[src/design/mvpid_pkg.sv]
// ----------------------------------------------------------------------------
// Motor velocity PID package
// Shared widths, register map, reset values and constants of the wheel
// velocity PID core.
// ----------------------------------------------------------------------------
package mvpid_pkg;

   // default build parameters
   localparam int DRIVE_LIMIT_DEF = 255;
   localparam int COUNT_BITS_DEF  = 16;

   // stream payload widths
   localparam int REQ_DATA_W = 48;
   localparam int RSP_DATA_W = 16;

   // register port
   localparam int CSR_ADDR_W = 3;
   localparam int CSR_DATA_W = 16;

   localparam logic [CSR_ADDR_W-1:0] CSR_PROP_GAIN      = 3'd0;
   localparam logic [CSR_ADDR_W-1:0] CSR_INTEG_GAIN     = 3'd1;
   localparam logic [CSR_ADDR_W-1:0] CSR_DERIV_GAIN     = 3'd2;
   localparam logic [CSR_ADDR_W-1:0] CSR_PREFILTER_COEF = 3'd3;
   localparam logic [CSR_ADDR_W-1:0] CSR_RAD_PER_COUNT  = 3'd4;

   localparam logic [15:0] PROP_GAIN_RST      = 16'd1321;
   localparam logic [15:0] INTEG_GAIN_RST     = 16'd19200;
   localparam logic [15:0] DERIV_GAIN_RST     = 16'd0;
   localparam logic [8:0]  PREFILTER_COEF_RST = 9'd46;
   localparam logic [15:0] RAD_PER_COUNT_RST  = 16'd667;

   // prefilter weight saturates at one
   localparam logic [8:0] COEF_MAX = 9'd256;

   // interval limits in milliseconds
   localparam int MS_W = 10;
   localparam logic [MS_W-1:0] MS_MIN   = 10'd10;
   localparam logic [MS_W-1:0] MS_PER_S = 10'd1000;

   // shared multiplier operands and product
   localparam int MUL_A_W = 17;
   localparam int MUL_B_W = 34;
   localparam int MUL_P_W = MUL_A_W + MUL_B_W;

   // divider radix: quotient bits per cycle
   localparam int DIV_STEPS = 4;

   // datapath widths
   localparam int FILT_W   = 24;
   localparam int ERR_W    = 32;
   localparam int NI_W     = 34;
   localparam int X_W      = 34;
   localparam int DIFF_W   = 41;
   localparam int ACC_W    = 60;
   localparam int EXCESS_W = 16;
   localparam int GAIN_SH  = 24;

endpackage

[src/design/motor_velocity_pid_antiwindup_core.sv]
// ----------------------------------------------------------------------------
// Motor velocity PID core with anti-windup
// One wheel velocity loop: setpoint prefilter, speed from encoder counts,
// incremental PID into a clamped drive level, PWM duty and direction out.
// ----------------------------------------------------------------------------
// Usage
//   req_* carries one control step per transaction: target speed, encoder
//   count and elapsed milliseconds. rsp_* returns one transaction per step
//   with PWM duty, direction and the clamp flag. csr_* writes the gains, the
//   prefilter weight and the radians-per-count scale; write them only while
//   the core is idle.
//   A step with fewer than 10 ms is answered from the held drive level
//   in the hold state, touching no loop state. In a full step, four
//   divisions run on one radix-16 divider with a narrow divisor, and the
//   products come from one shared 17x34 multiplier.
//   req_tready is high only while the sequencer is idle. The result sits in
//   an output register, so the next step is accepted while it waits; a
//   stalled receiver holds the sequencer at its last state until the output
//   register frees up. Only the filtered target is updated before that; the
//   rest of the loop state is committed together with the result.
//   Reset clears the loop state and the output valid and restores the
//   register defaults.
// ----------------------------------------------------------------------------
module motor_velocity_pid_antiwindup_core
   import mvpid_pkg::*;
#(
   parameter int DRIVE_LIMIT = DRIVE_LIMIT_DEF,
   parameter int COUNT_BITS  = COUNT_BITS_DEF
) (
   input  logic                  clock,
   input  logic                  reset,
   // target_speed[15:0], encoder_count[31:16], elapsed_ms[41:32]
   input  logic                  req_tvalid,
   output logic                  req_tready,
   input  logic [REQ_DATA_W-1:0] req_tdata,
   // pwm_duty[7:0], reverse_dir[8], clamped[9]
   output logic                  rsp_tvalid,
   input  logic                  rsp_tready,
   output logic [RSP_DATA_W-1:0] rsp_tdata,
   input  logic                  csr_we,
   input  logic [CSR_ADDR_W-1:0] csr_addr,
   input  logic [CSR_DATA_W-1:0] csr_wdata
);

   // derived widths
   localparam int LVL_W   = $clog2(DRIVE_LIMIT + 1) + 1;
   localparam int DIV_W   = (COUNT_BITS + 25 > 42) ? COUNT_BITS + 25 : 42;
   localparam int DIV_CYC = (DIV_W + DIV_STEPS - 1) / DIV_STEPS;
   localparam int DIVP    = DIV_CYC * DIV_STEPS;
   localparam int DVW     = DIVP + 1;
   localparam int EW      = DVW + 1;
   localparam int DCNT_W  = $clog2(DIV_CYC + 1);
   localparam int FD_W    = FILT_W + 1;
   localparam int INC_W   = ACC_W - GAIN_SH;
   localparam int SUM_W   = INC_W + 1;
   localparam int EX_W    = SUM_W + 1;

   localparam logic signed [SUM_W-1:0] LIM_P = SUM_W'(DRIVE_LIMIT);
   localparam logic signed [SUM_W-1:0] LIM_N = -LIM_P;
   localparam logic signed [ERR_W-1:0] ERR_MAX = {1'b0, {(ERR_W-1){1'b1}}};
   localparam logic signed [ERR_W-1:0] ERR_MIN = {1'b1, {(ERR_W-1){1'b0}}};
   localparam logic signed [EXCESS_W-1:0] EXC_MAX = {1'b0, {(EXCESS_W-1){1'b1}}};
   localparam logic signed [EXCESS_W-1:0] EXC_MIN = {1'b1, {(EXCESS_W-1){1'b0}}};

   // sequencer states
   localparam logic [4:0] ST_IDLE = 5'd0;
   localparam logic [4:0] ST_HOLD = 5'd1;
   localparam logic [4:0] ST_FILT = 5'd2;
   localparam logic [4:0] ST_FADD = 5'd3;
   localparam logic [4:0] ST_SPDN = 5'd4;
   localparam logic [4:0] ST_SPDW = 5'd5;
   localparam logic [4:0] ST_ERR  = 5'd6;
   localparam logic [4:0] ST_INTN = 5'd7;
   localparam logic [4:0] ST_INTW = 5'd8;
   localparam logic [4:0] ST_DIFN = 5'd9;
   localparam logic [4:0] ST_DIFW = 5'd10;
   localparam logic [4:0] ST_EXM  = 5'd11;
   localparam logic [4:0] ST_EXN  = 5'd12;
   localparam logic [4:0] ST_EXW  = 5'd13;
   localparam logic [4:0] ST_KP   = 5'd14;
   localparam logic [4:0] ST_KIL  = 5'd15;
   localparam logic [4:0] ST_KIH  = 5'd16;
   localparam logic [4:0] ST_KDL  = 5'd17;
   localparam logic [4:0] ST_KDH  = 5'd18;
   localparam logic [4:0] ST_SUM  = 5'd19;
   localparam logic [4:0] ST_LVL  = 5'd20;

   // control and configuration registers
   logic [4:0]             st_ff, st_in;
   logic                   rsp_valid_ff, rsp_valid_in;
   logic [15:0]            kp_ff, kp_in, ki_ff, ki_in, kd_ff, kd_in, rpc_ff, rpc_in;
   logic [8:0]             coef_ff, coef_in;

   // loop state
   logic signed [FILT_W-1:0]   filt_ff, filt_in;
   logic [COUNT_BITS-1:0]      last_count_ff, last_count_in;
   logic signed [ERR_W-1:0]    integ_ff, integ_in;
   logic signed [ERR_W-1:0]    last_err_ff, last_err_in;
   logic signed [LVL_W-1:0]    level_ff, level_in;
   logic                       pend_ff, pend_in;
   logic signed [EXCESS_W-1:0] excess_ff, excess_in;

   // step operands and work registers
   logic signed [15:0]         tgt_ff, tgt_in;
   logic [COUNT_BITS-1:0]      cnt_ff, cnt_in;
   logic [MS_W-1:0]            ms_ff, ms_in;
   logic signed [ERR_W-1:0]    err_ff, err_in;
   logic signed [ERR_W-1:0]    nint_ff, nint_in;
   logic signed [DIFF_W-1:0]   diff_ff, diff_in;
   logic signed [X_W-1:0]      x_ff, x_in;
   logic signed [ACC_W-1:0]    acc_ff, acc_in;
   logic signed [MUL_P_W-1:0]  prod_ff;
   logic [RSP_DATA_W-1:0]      rsp_data_ff, rsp_data_in;

   // divider registers
   logic [DIVP-1:0]            dquo_ff, dquo_in;
   logic [MS_W-1:0]            drem_ff, drem_in;
   logic [MS_W-1:0]            dden_ff, dden_in;
   logic                       dneg_ff, dneg_in;
   logic [DCNT_W-1:0]          dcnt_ff, dcnt_in;

   // shared unit hookup
   logic signed [MUL_A_W-1:0]  mul_a;
   logic signed [MUL_B_W-1:0]  mul_b;
   logic                       div_start;
   logic signed [DVW-1:0]      div_num;
   logic [MS_W-1:0]            div_den;
   logic [MS_W-1:0]            div_rem_nx;
   logic [DIVP-1:0]            div_quo_nx;
   logic signed [DVW-1:0]      div_q;
   logic                       div_done;
   logic                       out_free;

   assign req_tready = (st_ff == ST_IDLE);
   assign rsp_tvalid = rsp_valid_ff;
   assign rsp_tdata  = rsp_data_ff;
   assign out_free   = !rsp_valid_ff || rsp_tready;
   assign div_done   = (dcnt_ff == '0);
   assign div_q      = dneg_ff ? -signed'({1'b0, dquo_ff}) : signed'({1'b0, dquo_ff});

   // advance the divider by DIV_STEPS restoring steps
   always_comb begin : div_iter
      logic [MS_W:0]   r;
      logic [DIVP-1:0] q;
      r = {1'b0, drem_ff};
      q = dquo_ff;
      for (int k = 0; k < DIV_STEPS; k++) begin
         r = {r[MS_W-1:0], q[DIVP-1]};
         q = {q[DIVP-2:0], 1'b0};
         if (r >= {1'b0, dden_ff}) begin
            r    = r - {1'b0, dden_ff};
            q[0] = 1'b1;
         end
      end
      div_rem_nx = r[MS_W-1:0];
      div_quo_nx = q;
   end

   // load or step the divider
   always_comb begin : div_ctrl
      logic signed [DVW-1:0] mag;
      mag     = div_num[DVW-1] ? -div_num : div_num;
      dquo_in = dquo_ff;
      drem_in = drem_ff;
      dden_in = dden_ff;
      dneg_in = dneg_ff;
      dcnt_in = dcnt_ff;
      if (div_start) begin
         dquo_in = mag[DIVP-1:0];
         drem_in = '0;
         dden_in = div_den;
         dneg_in = div_num[DVW-1];
         dcnt_in = DCNT_W'(DIV_CYC);
      end else if (!div_done) begin
         dquo_in = div_quo_nx;
         drem_in = div_rem_nx;
         dcnt_in = dcnt_ff - 1'b1;
      end
   end

   // sequencer, operand selection and state update
   always_comb begin : seq
      logic [8:0]              coef_sat;
      logic signed [FD_W-1:0]  fdiff;
      logic signed [MUL_P_W-1:0] fq;
      logic signed [COUNT_BITS-1:0] delta;
      logic signed [DVW-1:0]   pw;
      logic signed [EW-1:0]    e;
      logic signed [NI_W-1:0]  ni;
      logic signed [ERR_W:0]   de;
      logic signed [ACC_W-1:0] accq;
      logic signed [INC_W-1:0] inc;
      logic signed [SUM_W-1:0] lvl;
      logic signed [SUM_W-1:0] lvl_c;
      logic signed [EX_W-1:0]  ex;
      logic signed [LVL_W-1:0] lv_out;
      logic [LVL_W-1:0]        mag;
      logic [7:0]              pwm;
      logic                    clamp;

      st_in         = st_ff;
      rsp_valid_in  = rsp_valid_ff && !rsp_tready;
      rsp_data_in   = rsp_data_ff;
      kp_in = kp_ff; ki_in = ki_ff; kd_in = kd_ff; rpc_in = rpc_ff; coef_in = coef_ff;
      filt_in       = filt_ff;
      last_count_in = last_count_ff;
      integ_in      = integ_ff;
      last_err_in   = last_err_ff;
      level_in      = level_ff;
      pend_in       = pend_ff;
      excess_in     = excess_ff;
      tgt_in = tgt_ff; cnt_in = cnt_ff; ms_in = ms_ff;
      err_in = err_ff; nint_in = nint_ff; diff_in = diff_ff; x_in = x_ff; acc_in = acc_ff;
      mul_a     = '0;
      mul_b     = '0;
      div_start = 1'b0;
      div_num   = '0;
      div_den   = ms_ff;

      coef_sat = (coef_ff > COEF_MAX) ? COEF_MAX : coef_ff;
      fdiff    = FD_W'(signed'({tgt_ff, 8'h00})) - FD_W'(filt_ff);
      fq       = (prod_ff + (prod_ff[MUL_P_W-1] ? MUL_P_W'(255) : MUL_P_W'(0))) >>> 8;
      delta    = signed'(cnt_ff - last_count_ff);
      pw       = DVW'(prod_ff);
      e        = EW'(filt_ff) - EW'(div_q);
      ni       = NI_W'(integ_ff) + NI_W'(div_q);
      de       = (ERR_W+1)'(err_ff) - (ERR_W+1)'(last_err_ff);
      accq     = (acc_ff + (acc_ff[ACC_W-1] ? ACC_W'((64'd1 << GAIN_SH) - 64'd1)
                                            : ACC_W'(0))) >>> GAIN_SH;
      inc      = INC_W'(accq);
      lvl      = SUM_W'(level_ff) + SUM_W'(inc);
      lvl_c    = lvl;
      ex       = '0;
      clamp    = 1'b0;
      if (lvl > LIM_P) begin
         clamp = 1'b1;
         lvl_c = LIM_P;
         ex    = EX_W'(LIM_P) - EX_W'(lvl);
      end else if (lvl < LIM_N) begin
         clamp = 1'b1;
         lvl_c = LIM_N;
         ex    = EX_W'(LIM_N) - EX_W'(lvl);
      end

      // result fields from the level shown in this transaction
      lv_out = (st_ff == ST_LVL) ? LVL_W'(lvl_c) : level_ff;
      mag    = lv_out[LVL_W-1] ? unsigned'(-lv_out) : unsigned'(lv_out);
      pwm    = (mag > 255) ? 8'hFF : 8'(mag);

      // register writes
      if (csr_we) begin
         unique case (csr_addr)
            CSR_PROP_GAIN:      kp_in   = csr_wdata;
            CSR_INTEG_GAIN:     ki_in   = csr_wdata;
            CSR_DERIV_GAIN:     kd_in   = csr_wdata;
            CSR_PREFILTER_COEF: coef_in = csr_wdata[8:0];
            CSR_RAD_PER_COUNT:  rpc_in  = csr_wdata;
            default: ;
         endcase
      end

      unique case (st_ff)
         ST_IDLE: begin
            if (req_tvalid) begin
               tgt_in = signed'(req_tdata[15:0]);
               cnt_in = COUNT_BITS'(signed'(req_tdata[31:16]));
               ms_in  = req_tdata[41:32];
               st_in  = (req_tdata[41:32] < MS_MIN) ? ST_HOLD : ST_FILT;
            end
         end
         ST_HOLD: begin
            // short interval: show the held level, touch nothing
            if (out_free) begin
               rsp_valid_in = 1'b1;
               rsp_data_in  = RSP_DATA_W'({1'b0, lv_out[LVL_W-1], pwm});
               st_in        = ST_IDLE;
            end
         end
         ST_FILT: begin
            mul_a = signed'(MUL_A_W'(coef_sat));
            mul_b = MUL_B_W'(fdiff);
            st_in = ST_FADD;
         end
         ST_FADD: begin
            filt_in = filt_ff + FILT_W'(fq);
            mul_a   = signed'(MUL_A_W'(rpc_ff));
            mul_b   = MUL_B_W'(delta);
            st_in   = ST_SPDN;
         end
         ST_SPDN: begin
            // speed numerator: count delta * scale * 1000
            div_start = 1'b1;
            div_num   = (pw <<< 10) - (pw <<< 4) - (pw <<< 3);
            div_den   = ms_ff;
            st_in     = ST_SPDW;
         end
         ST_SPDW: begin
            if (div_done) begin
               if (e > EW'(ERR_MAX))      err_in = ERR_MAX;
               else if (e < EW'(ERR_MIN)) err_in = ERR_MIN;
               else                       err_in = ERR_W'(e);
               st_in = ST_ERR;
            end
         end
         ST_ERR: begin
            mul_a = signed'(MUL_A_W'(ms_ff));
            mul_b = MUL_B_W'(err_ff);
            st_in = ST_INTN;
         end
         ST_INTN: begin
            div_start = 1'b1;
            div_num   = pw;
            div_den   = MS_PER_S;
            st_in     = ST_INTW;
         end
         ST_INTW: begin
            if (div_done) begin
               if (ni > NI_W'(ERR_MAX))      nint_in = ERR_MAX;
               else if (ni < NI_W'(ERR_MIN)) nint_in = ERR_MIN;
               else                          nint_in = ERR_W'(ni);
               st_in = ST_DIFN;
            end
         end
         ST_DIFN: begin
            // derivative numerator: error change * 1000
            div_start = 1'b1;
            div_num   = (DVW'(de) <<< 10) - (DVW'(de) <<< 4) - (DVW'(de) <<< 3);
            div_den   = ms_ff;
            st_in     = ST_DIFW;
         end
         ST_DIFW: begin
            if (div_done) begin
               diff_in = DIFF_W'(div_q);
               st_in   = ST_EXM;
            end
         end
         ST_EXM: begin
            mul_a = signed'(MUL_A_W'(ms_ff));
            mul_b = MUL_B_W'(excess_ff);
            st_in = ST_EXN;
         end
         ST_EXN: begin
            div_start = 1'b1;
            div_num   = pw <<< 16;
            div_den   = MS_PER_S;
            st_in     = ST_EXW;
         end
         ST_EXW: begin
            if (div_done) begin
               x_in  = X_W'(nint_ff) + (pend_ff ? X_W'(div_q) : X_W'(0));
               st_in = ST_KP;
            end
         end
         ST_KP: begin
            acc_in = '0;
            mul_a  = signed'({1'b0, kp_ff});
            mul_b  = MUL_B_W'(err_ff);
            st_in  = ST_KIL;
         end
         ST_KIL: begin
            acc_in = acc_ff + ACC_W'(prod_ff);
            mul_a  = signed'({1'b0, ki_ff});
            mul_b  = MUL_B_W'(signed'({1'b0, x_ff[GAIN_SH-1:0]}));
            st_in  = ST_KIH;
         end
         ST_KIH: begin
            acc_in = acc_ff + ACC_W'(prod_ff);
            mul_a  = signed'({1'b0, ki_ff});
            mul_b  = MUL_B_W'(x_ff >>> GAIN_SH);
            st_in  = ST_KDL;
         end
         ST_KDL: begin
            acc_in = acc_ff + (ACC_W'(prod_ff) <<< GAIN_SH);
            mul_a  = signed'({1'b0, kd_ff});
            mul_b  = MUL_B_W'(signed'({1'b0, diff_ff[GAIN_SH-1:0]}));
            st_in  = ST_KDH;
         end
         ST_KDH: begin
            acc_in = acc_ff + ACC_W'(prod_ff);
            mul_a  = signed'({1'b0, kd_ff});
            mul_b  = MUL_B_W'(diff_ff >>> GAIN_SH);
            st_in  = ST_SUM;
         end
         ST_SUM: begin
            acc_in = acc_ff + (ACC_W'(prod_ff) <<< GAIN_SH);
            st_in  = ST_LVL;
         end
         ST_LVL: begin
            // commit the step once the output register can take it
            if (out_free) begin
               last_err_in   = err_ff;
               last_count_in = cnt_ff;
               level_in      = LVL_W'(lvl_c);
               pend_in       = clamp;
               if (clamp) begin
                  if (ex > EX_W'(EXC_MAX))      excess_in = EXC_MAX;
                  else if (ex < EX_W'(EXC_MIN)) excess_in = EXC_MIN;
                  else                          excess_in = EXCESS_W'(ex);
               end else begin
                  integ_in = nint_ff;
               end
               rsp_valid_in = 1'b1;
               rsp_data_in  = RSP_DATA_W'({clamp, lv_out[LVL_W-1], pwm});
               st_in        = ST_IDLE;
            end
         end
         default: st_in = ST_IDLE;
      endcase
   end

   // control, configuration and loop state
   always_ff @(posedge clock) begin
      if (reset) begin
         st_ff         <= ST_IDLE;
         rsp_valid_ff  <= 1'b0;
         dcnt_ff       <= '0;
         kp_ff         <= PROP_GAIN_RST;
         ki_ff         <= INTEG_GAIN_RST;
         kd_ff         <= DERIV_GAIN_RST;
         coef_ff       <= PREFILTER_COEF_RST;
         rpc_ff        <= RAD_PER_COUNT_RST;
         filt_ff       <= '0;
         last_count_ff <= '0;
         integ_ff      <= '0;
         last_err_ff   <= '0;
         level_ff      <= '0;
         pend_ff       <= 1'b0;
         excess_ff     <= '0;
      end else begin
         st_ff         <= st_in;
         rsp_valid_ff  <= rsp_valid_in;
         dcnt_ff       <= dcnt_in;
         kp_ff         <= kp_in;
         ki_ff         <= ki_in;
         kd_ff         <= kd_in;
         coef_ff       <= coef_in;
         rpc_ff        <= rpc_in;
         filt_ff       <= filt_in;
         last_count_ff <= last_count_in;
         integ_ff      <= integ_in;
         last_err_ff   <= last_err_in;
         level_ff      <= level_in;
         pend_ff       <= pend_in;
         excess_ff     <= excess_in;
      end
   end

   // payload and work registers
   always_ff @(posedge clock) begin
      prod_ff     <= mul_a * mul_b;
      rsp_data_ff <= rsp_data_in;
      tgt_ff      <= tgt_in;
      cnt_ff      <= cnt_in;
      ms_ff       <= ms_in;
      err_ff      <= err_in;
      nint_ff     <= nint_in;
      diff_ff     <= diff_in;
      x_ff        <= x_in;
      acc_ff      <= acc_in;
      dquo_ff     <= dquo_in;
      drem_ff     <= drem_in;
      dden_ff     <= dden_in;
      dneg_ff     <= dneg_in;
   end

endmodule
[config.mk]
export PLATFORM = sky130hd
export DESIGN_NAME = motor_velocity_pid_antiwindup_core
export DESIGN_NICKNAME = d
export VERILOG_FILES = /design/src/design/mvpid_pkg.sv /design/src/design/motor_velocity_pid_antiwindup_core.sv
export SDC_FILE = /design/constraint.sdc
export NUM_CORES = 2
export LEC_CHECK = 0
export BUFFER_PORTS_ARGS = -buffer_cell sky130_fd_sc_hd__buf_2
export CAP_MARGIN = 25
export CORE_AREA = 8 8 377 379
export DETAILED_ROUTE_END_ITERATION = 12
export DIE_AREA = 0 0 385 387
export GPL_TIMING_DRIVEN = 0
export PLACE_DENSITY_LB_ADDON = 0.1
export SLEW_MARGIN = 20
export SYNTH_ARGS = -nofsm -noshare
export SYNTH_HDL_FRONTEND = slang
export SYNTH_SLANG_ARGS = --single-unit
export TNS_END_PERCENT = 1
[constraint.sdc]
create_clock -name clock -period 12.6 [get_ports clock]
set_clock_uncertainty 0.1 [all_clocks]
set_input_delay 2.52 -clock clock [delete_from_list [all_inputs] [get_ports clock]]
set_output_delay 2.52 -clock clock [all_outputs]
set_load 0.05 [all_outputs]
======== After elaboration in Yosys (flattened, before gate mapping) ========
Cells that the tools add are included.
operators by class
  muxes and demuxes ....................... 49
  equal/unequal tests ..................... 33
  $lt $le $gt $ge ......................... 15
  multiply operators ...................... 1
  reductions and logical operators ........ 34
  bitwise logic cells ..................... 1
  $add $sub $neg .......................... 26
operator list
  cell                                                                            count
  34-bit one-hot mux with 8 select lines                                          1
  45-bit one-hot mux with 4 select lines                                          1
  60-bit one-hot mux with 3 select lines                                          1
  44-bit 2-to-1 mux                                                               3
  5-bit one-hot mux with 20 select lines                                          1
  16-bit one-hot mux with 6 select lines                                          1
  45-bit subtractor                                                               2
  38-bit 2-to-1 mux                                                               2
  9-bit by 37-bit subtractor with 38-bit output, first input constant             2
  32-bit by 34-bit adder with 34-bit output                                       2
  16-bit 2-to-1 mux                                                               4
  32-bit 2-to-1 mux                                                               2
  60-bit by 24-bit adder with 60-bit output                                       1
  60-bit by 51-bit adder with 60-bit output                                       1
  60-bit adder                                                                    1
  17-bit by 34-bit multiplier with 51-bit output                                  1
  46-bit by 32-bit > comparator with 1-bit output, second input constant          1
  46-bit by 32-bit less-than comparator with 1-bit output, second input constant  1
  24-bit by 45-bit subtractor with 46-bit output                                  1
  45-bit 2-to-1 mux                                                               1
  9-bit 2-to-1 mux                                                                5
  44-bit negation with 45-bit output                                              1
  44-bit by 36-bit subtractor with 45-bit output                                  1
  11-bit by 10-bit greater-or-equal comparator with 1-bit output                  4
  54 further kinds                                                                118
storage, ports and cells
  output and inout bits ................... 18
  register bits ........................... 586
  input port bits ......................... 72
  word-level logic and storage cells ...... 189

======== Depth between registers and ports, before layout ========
  depth after elaboration ................. 13
  gate-level depth with buffers ........... 56
  gate-level depth less buffers ........... 53

======== Least setup slack after synthesis ========
No wires, ideal clock.
  path type ............................... register -> register
  start point ............................. register dden_ff[1]
  end point ............................... register drem_ff[0]
  path buffers ............................ 3
  setup time .............................. 74 ps
  data arrival time ....................... 10,235 ps
  data required time ...................... 12,426 ps
  slack ................................... 2,191 ps
  clock period less this slack ............ 10,409 ps
  stages on the path, launching flop included .. 56
  path through ............................ edfxtp_1 > inv_1 > ha_1 > nor2b_1 > o21ai_0 > a21boi_0 > o21ai_0 > a21boi_0 > o21a_1 > o31ai_1 > a21oi_1 > clkbuf_1 > nor2_1 > a21oi_1 > ha_1 > nor2b_1 > o21ai_0 > a21oi_1 > [20 not listed] > a21o_1 > nand2_1 > nand2_1 > mux2i_1 > ha_1 > a21oi_1 > o21ai_0 > a21oi_1 > o21ai_0 > a21o_1 > a21o_1 > a21o_1 > a21o_1 > and2_1 > a311o_1 > clkbuf_1 > mux2_2 > o21ai_0
between the ends
  cells in the longest elaborated chain, start to end .. 8
  elaborated cells between the ends (all ways) .. 11
  classes of those cells .................. add/sub: 3; order compare: 4; mux: 4
ends and longest elaborated chain
  item                                                                                                        line                                                                                  text
  start: declaration                                                                                          motor_velocity_pid_antiwindup_core.sv:118                                             logic [MS_W-1:0] dden_ff, dden_in;
  start signal: assignment                                                                                    motor_velocity_pid_antiwindup_core.sv:462                                             dden_ff <= dden_in;
  10-bit subtractor / 11-bit by 10-bit greater-or-equal comparator with 1-bit output (equally long branches)  motor_velocity_pid_antiwindup_core.sv:151, motor_velocity_pid_antiwindup_core.sv:150
  10-bit 2-to-1 mux                                                                                           motor_velocity_pid_antiwindup_core.sv:150                                             if (r >= {1'b0, dden_ff}) begin
  10-bit subtractor / 11-bit by 10-bit greater-or-equal comparator with 1-bit output (equally long branches)  motor_velocity_pid_antiwindup_core.sv:151, motor_velocity_pid_antiwindup_core.sv:150
  10-bit 2-to-1 mux                                                                                           motor_velocity_pid_antiwindup_core.sv:150
  10-bit subtractor / 11-bit by 10-bit greater-or-equal comparator with 1-bit output (equally long branches)  motor_velocity_pid_antiwindup_core.sv:151, motor_velocity_pid_antiwindup_core.sv:150
  10-bit 2-to-1 mux                                                                                           motor_velocity_pid_antiwindup_core.sv:150
  11-bit by 10-bit greater-or-equal comparator with 1-bit output *                                            motor_velocity_pid_antiwindup_core.sv:150
  10-bit 2-to-1 mux *                                                                                         motor_velocity_pid_antiwindup_core.sv:150
  end signal: assignment                                                                                      motor_velocity_pid_antiwindup_core.sv:461                                             drem_ff <= drem_in;
  end: declaration                                                                                            motor_velocity_pid_antiwindup_core.sv:117                                             logic [MS_W-1:0] drem_ff, drem_in;
Mark *: on every way between the ends. The rest lies on a longest branch, timed or not.
A chain may end at the register's enable or synchronous reset.

======== Worst setup path after layout ========
  start point ............................. register st_ff[3]
  end point ............................... register prod_ff[49]
between the ends
  cells in the longest elaborated chain, start to end .. 4
  elaborated cells between the ends (all ways) .. 16
  classes of those cells .................. mul: 1; eq/ne: 9; mux: 2; reduce/logical: 4
ends and longest elaborated chain
  item                                                                                                     line                                       text
  start: declaration                                                                                       motor_velocity_pid_antiwindup_core.sv:89   logic [4:0] st_ff, st_in;
  start signal: assignment                                                                                 motor_velocity_pid_antiwindup_core.sv:430  st_ff <= st_in;
  5-bit by 4-bit == test with 1-bit output, or another cell as far along                                   motor_velocity_pid_antiwindup_core.sv:262  unique case (st_ff)
  2-bit OR reduction (no source line)                                                                      -
  34-bit one-hot mux with 8 select lines / 16-bit one-hot mux with 6 select lines (equally long branches)  motor_velocity_pid_antiwindup_core.sv:262
  17-bit by 34-bit multiplier with 51-bit output *                                                         motor_velocity_pid_antiwindup_core.sv:450  prod_ff <= mul_a * mul_b;
  end signal: assignment                                                                                   motor_velocity_pid_antiwindup_core.sv:450
  end: declaration                                                                                         motor_velocity_pid_antiwindup_core.sv:112  logic signed [MUL_P_W-1:0] prod_ff;
Marks and branches as above.

==> impl_metrics.ini <==
[status]
run_status = complete, no violations

[drt]
drt_first_pass_iters = 7
drc = 0
drtAntennaViolNets = 0
met2_routed_length_mm = 119
totalWireLength_mm = 271
vias_per_cell = 6.19
met3RoutedLength_mm = 26.3
drtIter0Drc = 6546
route.vias.total = 64800
routedLengthMet1_mm = 109
wl_per_cell_um = 25.9
top_signal_layer_used = met5

[sta]
finalCriticalPeriod_ps = 12180
timing.max_slew.rel_slack_pct = 18.5
setup-tns-final_ps = 0
max_freq_ghz = 0.0821
layout_worst_path_cycle_share_pct = 96.7
finalMaxSlewViolations = 0
rsz0062_at_grt = false
max_slew.worst_pin.slew_ps = 1220
setup_viol = 0
number_of_hold_slack_violations_in_the_final_timing_report = 0

[synthesis]
synth.largest_area_cell = fa_1
syn_avg_cell_area_um2 = 8.40
synth_async_sr_flop_share_pct = 0
ys_ff_latch = 580
synth_cell_type_count = 100
synth_area_um2 = 70400
synth_area_leaders = fa_1, edfxtp_1, ha_1
synth_top_cell_area_share_pct = 16.2
synth_enable_flop_cells = 306
netlist_instances = 8379
synth_seq_area_share_pct = 20.9
dominantRegCellSynth = edfxtp_1
ys.warnings.count = 0
synth_most_common_cell = nand2_1
synth_common_cells = nand2_1, inv_1, ha_1, a21oi_1, fa_1

[power_and_ir_drop]
max-vdd-ir-drop_mv = 0.792
power_mw = 18.7
power.leakage_nw = 32.6
power-per-cell-area_nw_per_um2 = 244

[floorplan]
io_pins = 90
core-area_um2 = 136000
rows = 136
fp.dieW_um = 385
floorplan.die_area_um2 = 149000
initial_core_util_pct = 51.6
die_height_um = 387

[layout]
layout-drive-gt1-share_pct = 5.30
nFillCells = 12700
final-instance-count-excl-fill = 10500
synthToLayoutAreaGrowth_pct = 8.97
nNetsFinal = 9885

[grt]
gr-total-overflow = 0
grt_pass1_vias = 62300
grt_first_pass_wirelength_mm = 397
globalRouteTotalUtil_pct = 35.2
antenna_found_initial = 11
grt_start_max_net_pins = 31

[critical_path]
worstSetupStartpointType = flip-flop
worst_path_cell_with_the_longest_stage_delay = clkbuf_1
critical_path_required_ps = 13080
critical-path-max-stage-delay_ps = 780
worst-setup-path-type = flip-flop to flip-flop
most_common_cell_on_crit_path = fa_1
crit_fanout = 10
critical_path.endpoint_type = flip-flop
worst-endpoint-arrival_ps = 12660

[clocking]
cts.clk_slew.worst_paths_ps = 60
clock_tree.root_cell = clkbuf_16
cts.htree.levels = 3
max-clock-path-buffers = 3
worstSkewPairLatency_ps = 730
cts_made_buffers = 75
numClockSinks = 580
clock_tree_from_tritoncts = done

[run]
cap_viol_max_count = 0

[placed_design]
dp.cells = 10300
detailed_place_hpwl_mm = 221
placement.io_buffers = 76
place.gp.congestion = 1.01

[min_path]
hold_path.class = flip-flop to flip-flop
placed cells by master (no fill, tap or decap), drive strengths merged, types with 66 or more instances in the layout:
master,count
nor2,428
or3,68
and3,98
a21o,250
buf,185
dfxtp,274
clkbuf,389
a22oi,82
nand4,67
a31oi,80
edfxtp,306
xnor2,343
fa,569
ha,640
nand2b,77
nor3,164
and2,114
o21ai,333
inv,879
o21a,66
nor2b,153
nand2,1143
nand3,221
a211oi,78
a21oi,632
xor2,196
layout make-up:
class                      instances  area, µm²  area share (%)
multi-input combinational       6600      51400            67.1
sequential                       580      14700            19.1
inverter                         875       3290            4.29
tap                             1794       2240            2.93
clock buffer                     102       2180            2.85
buffer                           324       1300            1.70
timing repair buffer             148       1090            1.42
clock inverter                    37        470           0.614
antenna                            4       10.0          0.0131
critical path: cells and delay by family (launching register included):
family / cells / cell delay, ps
adders and majority gates: 7 / 3470
buffers and inverters: 8 / 2130
DFF: 1 / 450
and+or+nand+nor: 6 / 1970
AOI/OAI and AO/OA: 15 / 3790
xor gates and xnor gates: 1 / 130
repair_timing:
item,CTS,global route
gates resized for setup,21,49
hold buffers,0,0
buffers inserted,4,12
pin swaps,0,6
setup endpoints to repair,16,20
cell families after synthesis:
group                    share of synthesized area, %
AND/OR/NAND/NOR                                  18.4
AO/OA/AOI/OAI                                    19.2
adder cells (fa/ha/maj)                          27.6
buffers and inverters                            6.48
flip-flops                                       20.9
XOR/XNOR                                         6.72
multiplexers                                    0.811
other                                         0.00533
final timing paths:
check / from / depth (start not counted) / to / slack, ps
worst min register to register: last_err_ff[5]$_SDFFE_PP0P_ / 2 / last_err_ff[5]$_SDFFE_PP0P_ / 350
worst max register to register: st_ff[3]$_SDFFE_PP0P_ / 37 / prod_ff[49]$_DFF_P_ / 420
worst min-delay path: last_err_ff[5]$_SDFFE_PP0P_ / 2 / last_err_ff[5]$_SDFFE_PP0P_ / 350
worst max-delay path: st_ff[3]$_SDFFE_PP0P_ / 37 / prod_ff[49]$_DFF_P_ / 420
metal layers:
metal | vias up | track usage [%]
li1 | 29700 | -
met1 | 31600 | 46.0
met2 | 2848 | 54.9
met3 | 637 | 8.17
met4 | 4 | 17.2
met5 | - | 0
power breakdown:
part / leakage [nW] / total [mW] / switching (mW) / internal [mW]
sequential: 5.00 / 2.90 / 0.452 / 2.45
clock: 1.30 / 2.31 / 0.953 / 1.36
combinational: 26.3 / 13.5 / 8.51 / 5.03
registers in the layout, summed over array words and instances, names as in the netlist, 10 cells and up:
| register | cells |
|---|---|
| dden_ff | 10 |
| nint_ff | 32 |
| drem_ff | 10 |
| rsp_tdata | 10 |
| kp_ff | 16 |
| integ_ff | 32 |
| dquo_ff | 44 |
| cnt_ff | 16 |
| diff_ff | 41 |
| excess_ff | 16 |
| acc_ff | 60 |
| rpc_ff | 16 |
| kd_ff | 16 |
| filt_ff | 24 |
| ms_ff | 10 |
| last_count_ff | 16 |
| last_err_ff | 32 |
| prod_ff | 51 |
| ki_ff | 16 |
| tgt_ff | 16 |
| x_ff | 34 |
| err_ff | 32 |
stage by stage:
stage / hold slack, ps / instance area, µm² / util [%] / worst slack, ps
floorplan: 336 / 70400 / - / 2190
global placement: 341 / 73000 / 53.6 / -1770
detailed placement: 346 / 73700 / 54.0 / -1350
CTS: 354 / 76400 / 56.0 / 0.821
global route: 363 / 76700 / 56.3 / 0.459
finish: 351 / 76700 / 56.3 / 415
(Power assumes the default switching activity.)
